`src/hdl/tess_pkg.sv`:
```
// Shared opcodes, status codes and controller command type for the two-ended stack.
package tess_pkg;

    localparam logic [1:0] OP_PUSH_RIGHT = 2'd0;
    localparam logic [1:0] OP_PUSH_LEFT  = 2'd1;
    localparam logic [1:0] OP_POP_RIGHT  = 2'd2;
    localparam logic [1:0] OP_POP_LEFT   = 2'd3;

    localparam logic [1:0] ST_DONE  = 2'd0;
    localparam logic [1:0] ST_FULL  = 2'd1;
    localparam logic [1:0] ST_EMPTY = 2'd2;

    localparam int USED_BITS = 5;

    typedef struct packed {
        logic capture;   // latch the incoming transaction
        logic execute;   // perform the operation on store and counts
    } tess_cmd_t;

endpackage

```
`src/hdl/tess_ctrl.sv`:
```
// Sequencing state machine for the two-ended stack: accept, execute, respond.
module tess_ctrl
    import tess_pkg::*;
(
    input  logic      clk,
    input  logic      rst_n,
    input  logic      in_valid,
    output logic      in_stall,
    output logic      out_valid,
    input  logic      out_stall,
    output tess_cmd_t cmd
);

    localparam logic [1:0] S_IDLE = 2'd0;
    localparam logic [1:0] S_EXEC = 2'd1;
    localparam logic [1:0] S_RESP = 2'd2;

    logic [1:0] state_reg;
    logic [1:0] state_next;

    always_comb
    begin
        state_next = state_reg;
        case (state_reg)
            S_IDLE:
            begin
                if (in_valid)
                begin
                    state_next = S_EXEC;
                end
            end
            S_EXEC:
            begin
                state_next = S_RESP;
            end
            S_RESP:
            begin
                if (!out_stall)
                begin
                    state_next = S_IDLE;
                end
            end
            default:
            begin
                state_next = S_IDLE;
            end
        endcase
    end

    always_ff @(posedge clk or negedge rst_n)
    begin
        if (!rst_n)
        begin
            state_reg <= S_IDLE;
        end
        else
        begin
            state_reg <= state_next;
        end
    end

    assign in_stall    = (state_reg != S_IDLE);
    assign out_valid   = (state_reg == S_RESP);
    assign cmd.capture = in_valid && (state_reg == S_IDLE);
    assign cmd.execute = (state_reg == S_EXEC);

endmodule

```
`src/hdl/tess_dpath.sv`:
```
// Datapath: word store, the two stack counts and the result registers.
module tess_dpath
    import tess_pkg::*;
#(
    parameter int DEPTH     = 16,
    parameter int WORD_BITS = 32
)
(
    input  logic                 clk,
    input  logic                 rst_n,
    input  tess_cmd_t            cmd,
    input  logic [1:0]           opcode,
    input  logic signed [31:0]   push_value,
    output logic signed [31:0]   pop_value,
    output logic [1:0]           status,
    output logic [USED_BITS-1:0] entries_used
);

    localparam int AW = (DEPTH > 1) ? $clog2(DEPTH) : 1;
    localparam int CW = $clog2(DEPTH + 1);
    localparam int SW = CW + 1;
    localparam logic [CW-1:0] TOP_IDX = CW'(DEPTH - 1);

    logic [WORD_BITS-1:0] mem [DEPTH];

    logic [1:0]           op_reg;
    logic [31:0]          val_reg;
    logic [CW-1:0]        left_count_reg;
    logic [CW-1:0]        left_count_next;
    logic [CW-1:0]        right_count_reg;
    logic [CW-1:0]        right_count_next;
    logic [1:0]           status_reg;
    logic [1:0]           status_next;
    logic                 pop_ok_reg;
    logic                 pop_ok_next;
    logic [WORD_BITS-1:0] rd_data_reg;

    logic                 wr_en;
    logic                 rd_en;
    logic [AW-1:0]        wr_addr;
    logic [AW-1:0]        rd_addr;
    logic [SW-1:0]        used_sum;
    logic                 full;
    logic [CW-1:0]        left_dec;
    logic [CW-1:0]        right_dec;
    logic [CW-1:0]        right_push_idx;
    logic [CW-1:0]        right_pop_idx;

    assign used_sum       = SW'(left_count_reg) + SW'(right_count_reg);
    assign full           = (used_sum >= SW'(DEPTH));
    assign left_dec       = left_count_reg - CW'(1);
    assign right_dec      = right_count_reg - CW'(1);
    assign right_push_idx = TOP_IDX - right_count_reg;
    assign right_pop_idx  = TOP_IDX - right_dec;

    always_comb
    begin
        left_count_next  = left_count_reg;
        right_count_next = right_count_reg;
        status_next      = ST_DONE;
        pop_ok_next      = 1'b0;
        wr_en            = 1'b0;
        rd_en            = 1'b0;
        wr_addr          = left_count_reg[AW-1:0];
        rd_addr          = left_dec[AW-1:0];
        case (op_reg)
            OP_PUSH_RIGHT:
            begin
                wr_addr = right_push_idx[AW-1:0];
                if (full)
                begin
                    status_next = ST_FULL;
                end
                else
                begin
                    wr_en            = 1'b1;
                    right_count_next = right_count_reg + CW'(1);
                end
            end
            OP_PUSH_LEFT:
            begin
                if (full)
                begin
                    status_next = ST_FULL;
                end
                else
                begin
                    wr_en           = 1'b1;
                    left_count_next = left_count_reg + CW'(1);
                end
            end
            OP_POP_RIGHT:
            begin
                rd_addr = right_pop_idx[AW-1:0];
                if (right_count_reg == '0)
                begin
                    status_next = ST_EMPTY;
                end
                else
                begin
                    rd_en            = 1'b1;
                    pop_ok_next      = 1'b1;
                    right_count_next = right_dec;
                end
            end
            OP_POP_LEFT:
            begin
                if (left_count_reg == '0)
                begin
                    status_next = ST_EMPTY;
                end
                else
                begin
                    rd_en           = 1'b1;
                    pop_ok_next     = 1'b1;
                    left_count_next = left_dec;
                end
            end
            default:
            begin
                status_next = ST_DONE;
            end
        endcase
    end

    // transaction payload
    always_ff @(posedge clk)
    begin
        if (cmd.capture)
        begin
            op_reg  <= opcode;
            val_reg <= push_value;
        end
    end

    // store: one write port, one registered read port
    always_ff @(posedge clk)
    begin
        if (cmd.execute && wr_en)
        begin
            mem[wr_addr] <= WORD_BITS'(val_reg);
        end
    end

    always_ff @(posedge clk)
    begin
        if (cmd.execute && rd_en)
        begin
            rd_data_reg <= mem[rd_addr];
        end
    end

    always_ff @(posedge clk or negedge rst_n)
    begin
        if (!rst_n)
        begin
            left_count_reg  <= '0;
            right_count_reg <= '0;
            status_reg      <= ST_DONE;
            pop_ok_reg      <= 1'b0;
        end
        else if (cmd.execute)
        begin
            left_count_reg  <= left_count_next;
            right_count_reg <= right_count_next;
            status_reg      <= status_next;
            pop_ok_reg      <= pop_ok_next;
        end
    end

    assign pop_value    = pop_ok_reg ? 32'(rd_data_reg) : '0;
    assign status       = status_reg;
    assign entries_used = USED_BITS'(used_sum);

    a_counts_bounded: assert property (@(posedge clk) disable iff (!rst_n)
        used_sum <= SW'(DEPTH))
        else $error("stack counts exceed store depth");

endmodule

```
`src/hdl/two_ended_shared_stack_unit.sv`:
```
// Top level of the two-ended shared stack unit.
//
// Two stacks share one store of DEPTH words: the left stack grows up from
// entry 0, the right stack grows down from entry DEPTH-1.
// Input channel: in_valid / in_stall carries opcode (push right, push left,
// pop right, pop left) and push_value. Output channel: out_valid / out_stall
// carries pop_value, status (done, full, empty) and entries_used.
// Each transaction gives exactly one result.
// A transaction is captured, then executed against the store with a registered
// read, and its result is then shown in the response state. One transaction is
// in flight at a time; the unit takes no new transaction until the result is
// handed off, so each one steps through accept, execute and result handoff.
// While the result waits under out_stall it holds steady and in_stall stays
// high; the unit takes the next transaction once the result is taken.
// Reset clears both stack counts, so both sides read as empty. The store
// itself is not cleared; only entries written by a push are ever read.
// A refused push (store full) or pop (side empty) leaves the counts and the
// store unchanged and returns pop_value zero.
module two_ended_shared_stack_unit
    import tess_pkg::*;
#(
    parameter int DEPTH     = 16,
    parameter int WORD_BITS = 32
)
(
    input  logic                 clk,
    input  logic                 rst_n,
    input  logic                 in_valid,
    output logic                 in_stall,
    input  logic [1:0]           opcode,
    input  logic signed [31:0]   push_value,
    output logic                 out_valid,
    input  logic                 out_stall,
    output logic signed [31:0]   pop_value,
    output logic [1:0]           status,
    output logic [USED_BITS-1:0] entries_used
);

    tess_cmd_t cmd;

    // sequencer: owns both handshakes
    tess_ctrl u_ctrl (
        .clk       (clk),
        .rst_n     (rst_n),
        .in_valid  (in_valid),
        .in_stall  (in_stall),
        .out_valid (out_valid),
        .out_stall (out_stall),
        .cmd       (cmd)
    );

    // store, counts and result registers
    tess_dpath #(
        .DEPTH     (DEPTH),
        .WORD_BITS (WORD_BITS)
    ) u_dpath (
        .clk          (clk),
        .rst_n        (rst_n),
        .cmd          (cmd),
        .opcode       (opcode),
        .push_value   (push_value),
        .pop_value    (pop_value),
        .status       (status),
        .entries_used (entries_used)
    );

    // one transaction at a time: never open for input while a result is shown
    a_one_in_flight: assert property (@(posedge clk) disable iff (!rst_n)
        !in_stall |-> !out_valid)
        else $error("input open while result pending");

    // an accepted transaction is answered once its execute state has passed
    a_latency: assert property (@(posedge clk) disable iff (!rst_n)
        (in_valid && !in_stall) |=> ##1 out_valid)
        else $error("result missing after accepted transaction");

    // refused push only when both stacks fill the store
    a_full_only_when_full: assert property (@(posedge clk) disable iff (!rst_n)
        (out_valid && (status == ST_FULL)) |-> (entries_used == USED_BITS'(DEPTH)))
        else $error("full status with free entries");

    // a failed operation never returns data
    a_refused_zero: assert property (@(posedge clk) disable iff (!rst_n)
        (out_valid && (status != ST_DONE)) |-> (pop_value == '0))
        else $error("refused operation returned data");

endmodule

```
`config.mk`:
```
export PLATFORM = sky130hd
export DESIGN_NAME = two_ended_shared_stack_unit
export DESIGN_NICKNAME = d
export VERILOG_FILES = /design/src/hdl/tess_pkg.sv /design/src/hdl/tess_ctrl.sv /design/src/hdl/tess_dpath.sv /design/src/hdl/two_ended_shared_stack_unit.sv
export SDC_FILE = /design/constraint.sdc
export NUM_CORES = 1
export LEC_CHECK = 0
export BUFFER_PORTS_ARGS = -buffer_cell sky130_fd_sc_hd__buf_2
export CAP_MARGIN = 10
export CORE_MARGIN = 5
export CORE_UTILIZATION = 45
export DETAILED_ROUTE_END_ITERATION = 12
export GPL_ROUTABILITY_DRIVEN = 0
export GPL_TIMING_DRIVEN = 1
export PLACE_DENSITY_LB_ADDON = 0.05
export SYNTH_ARGS = -nofsm -noshare
export SYNTH_HDL_FRONTEND = slang
export SYNTH_SLANG_ARGS = --single-unit
```
`constraint.sdc`:
```
create_clock -name clk -period 5.5 [get_ports clk]
set_input_delay 1.375 -clock clk [delete_from_list [all_inputs] [get_ports clk]]
set_output_delay 1.375 -clock clk [all_outputs]
set_load 0.01 [all_outputs]
```
==> results.yml <==
status:
  status: "complete, no violations"
sta:
  skew_ns: 0.0140
  tightest_slew_ns: 1.07
  timing.final.hold_violations: 0
  slew_headroom_pct: 28.1
  tns_ns: 0
  min_period_over_period_pct: 76.6
  min_period_ns: 4.21
  rsz0062_at_grt: "false"
  setup_ws_ns: 1.29
  max_clock_freq_ghz: 0.237
  setup_viol: 0
  maxSlewViolCount: 0
global_route:
  grt_use_total_pct: 18.8
  grt_pass1_vias: 11200
  grt_max_degree: 70
  grt_pass1_wl_um: 77200
  antenna_found_initial: 2
  grt_remaining_overflow: 0
placement:
  dp_slack_ns: 1.33
  numPortBuffers: 78
  placed_area_um2: 24300
  dpl.hpwl_um: 28500
logic_synthesis:
  synth_edf_count: 578
  ys_ff_latch: 593
  ys_types: 47
  synth_cells: 1028
  ys_seq_area_share_pct: 78.1
  ys.flop_type: "edfxtp_1"
  netlist_area_um2: 22700
  async_flop_share_pct: 2.53
  synth_fp_nets: 1078
  postSynthAreaPerCell_um2: 22.1
  yosys_warnings: 0
clock_tree:
  clk-insertion-delay-late_ns: 0.57
  clk_pin_slew_ns: 0.06
  cts_resized: 0
  cts.sink_count: 593
  cts_tree: "yes"
  numCtsBuffers: 66
  cts_max_level: 3
  cts_setup_buffers: 0
  clockBufferDepth: 3
  holdBufCountCts: 0
  cts_root_buf: "clkbuf_16"
power:
  p_leak_nw: 8.52
  irDropWorstVdd_mv: 0.427
  power_density_nw_per_um2: 555
final_layout:
  final_common_cell: "edfxtp_1"
  drive_gt1_share_pct: 29.8
  fillers: 4014
  final_cell_mix: "578 x edfxtp_1, 128 x mux4_2, 78 x buf_2"
  nNetsFinal: 1208
  diodes: 0
  finalInstanceArea_um2: 26300
  regArea_um2: 17700
  multi_input_area_um2: 4840
  largest_register_ffs: 512
  syn2layout_area_growth_pct: 15.9
setup_path:
  crit_path_max_fanout: 20
  critPathRequiredTime_ns: 5.77
  worstPathArrival_ns: 4.48
  crit_type: "reg -> reg"
  endpoint_kind: "flip-flop"
  critPathLaunchType: "flip-flop"
  rrSetupSlack_ns: 1.29
floorplan:
  chipHeight_um: 235
  num_rows: 82
  core_um2: 50100
  initial_utilization_pct: 45.4
  ios: 79
  fp.dieW_um: 235
  dieArea_um2: 55100
route:
  wl_um: 51500
  num_vias: 10700
  drcViolationCount: 0
  vias_per_cell: 5.67
  drt-pass1-iter-count: 5
  postRouteAntennaNets: 0
  wl_per_cell_um: 27.4
  drt-initial-drc-count: 887
flow_run:
  maxCapViolCount: 0
hold_path:
  hold_class: "reg -> reg"
[synth_stat cells, types with 6 or more instances]
master / count / area (um^2)
nor2_1: 22 / 82.6
and2_1: 32 / 200
clkbuf_1: 27 / 101
buf_6: 6 / 67.6
edfxtp_1: 578 / 17400
xnor2_1: 11 / 96.3
ha_1: 11 / 138
nor3_1: 11 / 55.1
a22o_1: 32 / 280
a31oi_1: 6 / 37.5
mux4_2: 128 / 2880
a21oi_1: 7 / 35.0
nand3_1: 8 / 40.0
buf_2: 14 / 70.1
nand2_1: 11 / 41.3
a221o_1: 32 / 320
o21ai_0: 11 / 55.1
buf_4: 6 / 45.0
dfrtp_1: 15 / 375
inv_1: 8 / 30.0
and3_1: 6 / 37.5
[worst max-delay path: stages, from the launching register on]
cell       delay (ns)
dfrtp_1          0.52
ha_1             0.32
fa_1             0.47
a21oi_1          0.23
o21ai_0          0.14
a2111oi_0        0.68
buf_4            0.24
o21ai_0          0.11
buf_4            0.20
nor2_4           0.66
buf_4            0.32
[cell type report]
class	count	share of cell area, %
timing repair buffer	117	3.17
tap	672	3.20
sequential	593	67.4
clock buffer	80	6.56
clock inverter	37	1.17
inverter	8	0.114
multi-input combinational	372	18.4
[routing by layer]
| layer | GRT usage (%) | part of all wire (%) | vias to the layer above |
|---|---|---|---|
| met4 | 3.96 | 1.6 | 0 |
| met3 | 3.48 | 4.1 | 63 |
| met2 | 30.7 | 50 | 228 |
| met1 | 26.9 | 44 | 5761 |
| li1 | - | - | 4605 |
| met5 | 0 | 0 | - |
[logic make-up (layout without fill, tap and decap cells)]
| logic type | after synthesis | count (layout) | synth area share (%) |
|---|---|---|---|
| DFF | 593 | 593 | 78.1 |
| xor gates and xnor gates | 14 | 14 | 0.540 |
| buffers and inverters | 63 | 242 | 1.42 |
| AOI/OAI and AO/OA | 101 | 101 | 3.65 |
| adders and majority gates | 12 | 12 | 0.694 |
| muxes | 134 | 134 | 13.0 |
| and+or+nand+nor | 111 | 111 | 2.66 |
[stage by stage]
stage	hold slack [ns]	cells	total power [mW]	util (%)
4_1_cts	0.488	1879	14.9	52.5
5_1_grt	0.512	1879	15.3	52.5
2_1_floorplan	0.471	1028	9.08	-
3_5_place_dp	0.476	1762	10.7	48.5
6_report	0.477	1879	14.6	52.5
3_3_place_gp	0.463	1762	10.7	48.5
[path summary, 6_finish.rpt]
path / from / cells after the start / end
max in group asynchronous: rst_n / 1 / u_dpath.right_count_reg[1]$_DFFE_PN0P_
max reg2reg: u_dpath.right_count_reg[0]$_DFFE_PN0P_ / 10 / u_dpath.mem[5][1]$_DFFE_PP_
min: u_dpath.status[0]$_DFFE_PN0N_ / 2 / u_dpath.status[0]$_DFFE_PN0N_
min in group asynchronous: rst_n / 1 / u_dpath.left_count_reg[0]$_DFFE_PN0P_
max: u_dpath.right_count_reg[0]$_DFFE_PN0P_ / 10 / u_dpath.mem[5][1]$_DFFE_PP_
min reg2reg: u_dpath.status[0]$_DFFE_PN0N_ / 2 / u_dpath.status[0]$_DFFE_PN0N_
[where the power goes]
| group | leakage [nW] | total, mW | switching (mW) | internal [mW] |
|---|---|---|---|---|
| registers | 5.40 | 5.87 | 0.364 | 5.51 |
| logic | 2.13 | 4.58 | 2.45 | 2.12 |
| clock network | 0.994 | 4.16 | 1.70 | 2.47 |
(Power assumes the default switching activity.)
